==> src/ctpt_pkg.sv <==
// Shared constants and types for the circle-through-three-points core.
// Used by ctpt_sqrt_pipe and circle_through_three_points_core; depends on nothing.
package ctpt_pkg;

    localparam int RES_W   = 24;                 // width of each result field
    localparam int OUT_W   = 3 * RES_W;          // center_x, center_y, radius
    localparam int USER_W  = 2;                  // valid_res, clipped
    localparam int SQ_W    = 2 * RES_W + 1;      // sum of two squared offsets
    localparam int RT_W    = RES_W + 1;          // rounded root of SQ_W bits
    localparam int RES_SMAX = 2 ** (RES_W - 1) - 1;
    localparam int RES_SMIN = -(2 ** (RES_W - 1));
    localparam logic [RES_W-1:0] RES_UMAX = '1;

    // Data that rides along with the radius computation.
    typedef struct packed {
        logic [RES_W-1:0] cx;     // saturated center x
        logic [RES_W-1:0] cy;     // saturated center y
        logic             clip;   // a center coordinate saturated
        logic             big;    // an offset does not fit RES_W bits
        logic             gzero;  // collinear points
    } t_rad_side;

endpackage

==> src/ctpt_sqrt_pipe.sv <==
// Pipelined integer square root rounded to nearest, one root bit per stage.
// Depends on ctpt_pkg for widths and the side-data struct.
module ctpt_sqrt_pipe (
    input  logic                          i_clk,
    input  logic                          i_rst_n,
    input  logic                          i_ce,
    input  logic                          i_valid,
    input  logic [ctpt_pkg::SQ_W-1:0]     i_sq,
    input  ctpt_pkg::t_rad_side           i_side,
    output logic                          o_valid,
    output logic [ctpt_pkg::RT_W-1:0]     o_root,
    output ctpt_pkg::t_rad_side           o_side
);

    import ctpt_pkg::*;

    logic [RT_W-1:0]  r_v;
    logic [SQ_W-1:0]  r_s    [0:RT_W-1];
    logic [SQ_W-1:0]  r_r    [0:RT_W-1];
    t_rad_side        r_side [0:RT_W-1];

    logic             r_o_v;
    logic [RT_W-1:0]  r_o_root;
    t_rad_side        r_o_side;

    generate
        for (genvar k = 0; k < RT_W; k++) begin : g_step
            localparam logic [SQ_W-1:0] BIT = SQ_W'(1) << (2 * (RT_W - 1 - k));
            logic [SQ_W-1:0] src_s, src_r, trial, ns, nr;
            t_rad_side       src_side;
            logic            src_v;

            if (k == 0) begin : g_first
                assign src_s    = i_sq;
                assign src_r    = '0;
                assign src_side = i_side;
                assign src_v    = i_valid;
            end else begin : g_next
                assign src_s    = r_s[k-1];
                assign src_r    = r_r[k-1];
                assign src_side = r_side[k-1];
                assign src_v    = r_v[k-1];
            end

            always_comb begin
                trial = src_r + BIT;
                if (src_s >= trial) begin
                    ns = src_s - trial;
                    nr = (src_r >> 1) + BIT;
                end else begin
                    ns = src_s;
                    nr = src_r >> 1;
                end
            end

            always_ff @(posedge i_clk) begin
                if (i_ce) begin
                    r_s[k]    <= ns;
                    r_r[k]    <= nr;
                    r_side[k] <= src_side;
                end
            end

            always_ff @(posedge i_clk) begin
                if (!i_rst_n) begin
                    r_v[k] <= 1'b0;
                end else if (i_ce) begin
                    r_v[k] <= src_v;
                end
            end
        end
    endgenerate

    // The remainder is s - r*r; round up when it exceeds r.
    always_ff @(posedge i_clk) begin
        if (i_ce) begin
            r_o_root <= (r_s[RT_W-1] > r_r[RT_W-1]) ? RT_W'(r_r[RT_W-1] + 1'b1)
                                                    : RT_W'(r_r[RT_W-1]);
            r_o_side <= r_side[RT_W-1];
        end
    end

    always_ff @(posedge i_clk) begin
        if (!i_rst_n) begin
            r_o_v <= 1'b0;
        end else if (i_ce) begin
            r_o_v <= r_v[RT_W-1];
        end
    end

    assign o_valid = r_o_v;
    assign o_root  = r_o_root;
    assign o_side  = r_o_side;

endmodule
==> config.mk <==
export PLATFORM = sky130hd
export DESIGN_NAME = ctpt_sqrt_pipe
export DESIGN_NICKNAME = d
export VERILOG_FILES = /design/src/ctpt_pkg.sv /design/src/ctpt_sqrt_pipe.sv
export SDC_FILE = /design/constraint.sdc
export NUM_CORES = 2
export LEC_CHECK = 0
export ABC_AREA = 1
export BUFFER_PORTS_ARGS = -buffer_cell sky130_fd_sc_hd__buf_2
export CAP_MARGIN = 20
export CORE_MARGIN = 10
export CORE_UTILIZATION = 50
export CTS_BUF_LIST = sky130_fd_sc_hd__clkbuf_2 sky130_fd_sc_hd__clkbuf_4 sky130_fd_sc_hd__clkbuf_8
export CTS_CLUSTER_SIZE = 14
export DETAILED_ROUTE_END_ITERATION = 10
export PLACE_DENSITY = 0.7
export RECOVER_POWER = 25
export SYNTH_ARGS = -nofsm -noshare
export SYNTH_HDL_FRONTEND = slang
export SYNTH_SLANG_ARGS = --single-unit
==> constraint.sdc <==
create_clock -name i_clk -period 2.3 [get_ports i_clk]
set_input_delay 0.575 -clock i_clk [delete_from_list [all_inputs] [get_ports i_clk]]
set_output_delay 0.575 -clock i_clk [all_outputs]
set_load 0.02 [all_outputs]
==> flow_summary.yaml <==
status:
  outcome: "finished, violations left"
  violations: "setup timing"
clock_network:
  clkSlewWorstSetupHoldPaths_ps: 80
  clock_sinks: 2927
  cts_max_level: 5
  numCtsBuffers: 457
  clock-root-buffer: "clkbuf_8"
  clk_path_buf_depth: 4
  cts_tree: "yes"
  clk_latency_ps: 1130
power_and_ir_drop:
  peakVddDrop_uv: 647
  p_int_w: 0.109
  p_clk_frac: 0.279
  power_switching_w: 0.0500
  power_frac_seq: 0.438
  p_leak_nw: 77.5
  total_power_w: 0.159
  power_frac_comb: 0.283
  cellPowerDensity_nw_per_um2: 878
  p_sw_frac: 0.314
cells_and_area:
  fin_util: 0.689
  fin_nets: 16100
  area_growth_pct: 36.8
  drive_gt1_frac: 0.359
detailed_routing:
  firstDrtPassIters: 6
  postRouteAntennaNets: 0
  wire_per_inst_um: 20.8
  drc_errors: 0
  vias: 99900
  viasPerCell: 5.11
  drt_wl_total_mm: 407
  drt_iter0_drc: 7932
die:
  core_sq_um: 263000
  die_y_um: 535
  rows: 188
  die_x_um: 535
  initial_core_util: 0.503
  io_pins: 181
  dieArea_sq_um: 286000
critical_path:
  crit_path_start: "r_s[2][216]"
  cp_num_buf_inv: 5
  critPathArrivalTime_ps: 3430
  critPathLaunchType: "register"
  cpMaxStageDelayCell: "edfxtp_1"
  cpLargestDelayFamily: "simple AND/OR/NAND/NOR gates"
  crit_type: "reg -> reg"
  cpPeakStageDelay_ps: 560
  r2r-start: "r_s[2][216]"
  end_kind: "register"
  crit_fanout: 7
  critPathRequiredTime_ps: 3120
  cp_cell_sequence: "ha_4 > buf_6 > nand2_8 > nor2_4 > nand2_4 > nor2_4 > nand3_2 > nand2_2 > inv_2 > nand3_4 > clkinv_8 > buf_12 > buf_16 > nand2_4 > nand2_2"
sta:
  slew_violations: 0
  worst_slack_ps: -313
  max_freq_ghz: 0.383
  tightest_slew_ps: 1100
  fin_skew_ps: 127
  finalCriticalPeriod_ps: 2610
  rsz0062_at_grt: "yes"
  slew-limit-headroom: 0.267
  period_share: 1.14
  hold_violations: 0
  setup_violations: 354
placed_design:
  portBuffers: 180
  place.gp.congestion: 0.978
  dp_hpwl_mm: 298
synthesis:
  yosys-top-cells-area: "edfxtp_1, nand2_1, inv_1"
  synth_area_per_cell_sq_um: 10.7
  yosys_most_used_dff: "edfxtp_1"
  synth_edf_count: 2901
  yosysMostFrequentCell: "nand2_1"
  synth_common_cells: "nand2_1, edfxtp_1, inv_1"
  ys_seq_area_frac: 0.662
  synth.cell_area_sq_um: 132000
  postSynthCellCount: 12400
  synth_cell_type_count: 59
  synthArstFlopShare: 0
  synth.largest_area_cell: "edfxtp_1"
  syn-num-nets: 12800
  yosys_warnings: 0
  synth_top_cell_area_share: 0.658
  synth-seq-cells: 2927
global_routing:
  grt_pass1_vias: 98600
  antenna_found_initial: 11
  grt_max_degree: 77
  grt_pass1_wl_mm: 586
  overflow: 0
  grtUsageTotal: 0.269
hold_path:
  hp-class: "in -> reg"
  hold_start: "i_sq[5]"
job:
  cap_violations: 0
[flip-flops by register name, summed over array words and instances, names as in the netlist]
signal / flops
g_step.src_v: 24
o_side: 51
r_r: 325
r_side: 1275
r_s: 1225
o_root: 25
o_valid: 1
r_v: 1
[final cells by class]
type                            count  area (sq um)
Antenna cell                        5          12.5
Clock buffer                      605          7410
Clock inverter                    221          1790
Fill cell                       19600         81900
Inverter                         1798          6920
Multi-Input combinational cell   7529         47500
Sequential cell                  2927         87600
Tap cell                         3515          4400
Timing Repair Buffer             2931         25300
Timing Repair inverter             11           141
[per-layer routing]
metal | vias to the layer above | track usage | wire, um
li1 | 48000 | - | -
met2 | 3424 | 0.466 | 201000
met3 | 1206 | 0.0458 | 24600
met1 | 47200 | 0.312 | 151000
met5 | - | 0 | 45
met4 | 6 | 0.162 | 30800
[worst register-to-register path, delay by kind of cell, from the launching register on]
| family | cells | cell delay (ps) |
|---|---|---|
| adders and majority gates | 1 | 360 |
| and+or+nand+nor | 9 | 790 |
| buffers and inverters | 5 | 590 |
| DFF | 1 | 560 |
[power by group through the flow]
stage,Combinational (W),Clock [W],Sequential (W)
after floorplan,0.0181,0,0.0682
after global placement,0.0357,0,0.0701
after detailed placement,0.0357,0,0.0702
after CTS,0.0393,0.0452,0.0694
after global routing,0.0487,0.0477,0.0699
final,0.0450,0.0443,0.0696
[path summary, 6_finish.rpt]
kind	endpoint	cells after the start	slack (ps)
min	r_s[0][5]	2	190
max reg2reg	r_s[2][271]	15	-310
min reg2reg	r_side[13][21]	0	380
max	r_s[2][271]	15	-310
[per-stage QoR]
step | instance area [sq um] | setup TNS, ps | instances | setup WS (ps) | hold WS, ps
after CTS | 173000 | -24330 | 19300 | -331 | 72.6
after detailed placement | 154000 | -109610 | 18000 | -516 | 405
final | 181000 | -30490 | 19500 | -313 | 193
after global placement | 154000 | -111140 | 18000 | -508 | 400
after global routing | 181000 | -63040 | 19500 | -419 | 128
after floorplan | 132000 | 0 | 12400 | 153 | 400
[cell families (layout without fill, tap and decap cells)]
kind of cell / after synthesis / in the layout / synth area share
adder cells (fa/ha/maj): 374 / 374 / 0.0353
flip-flops: 2927 / 2927 / 0.662
other: 1 / 6 / 0.0000283
AO/OA/AOI/OAI: 770 / 770 / 0.0332
buffers and inverters: 1898 / 5566 / 0.0569
AND/OR/NAND/NOR: 6040 / 6042 / 0.190
XOR/XNOR: 342 / 342 / 0.0226
[what timing repair did]
item / in CTS / in global routing
resized for setup: 1329 / 1696
hold buffers: 104 / 0
setup buffers: 296 / 280
endpoints found under the setup margin: 585 / 636
pin swaps: 291 / 563
endpoints found under the hold margin: 200 / 0
gates cloned: 50 / 20
[cells in the final DEF (no fill, tap or decap), types with 141 or more instances in the layout]
cell / n
nor2_2: 167
nand2_4: 276
edfxtp_1: 2901
buf_4: 2290
nor2_1: 986
a21oi_2: 185
inv_2: 198
nand2_1: 2692
xor2_1: 195
clkbuf_4: 147
clkbuf_8: 458
buf_6: 189
ha_4: 223
ha_1: 141
nand3_1: 500
inv_1: 1575
a21oi_1: 159
nand4_1: 228
nand2_2: 622
Power figures use the tool's default switching activity.
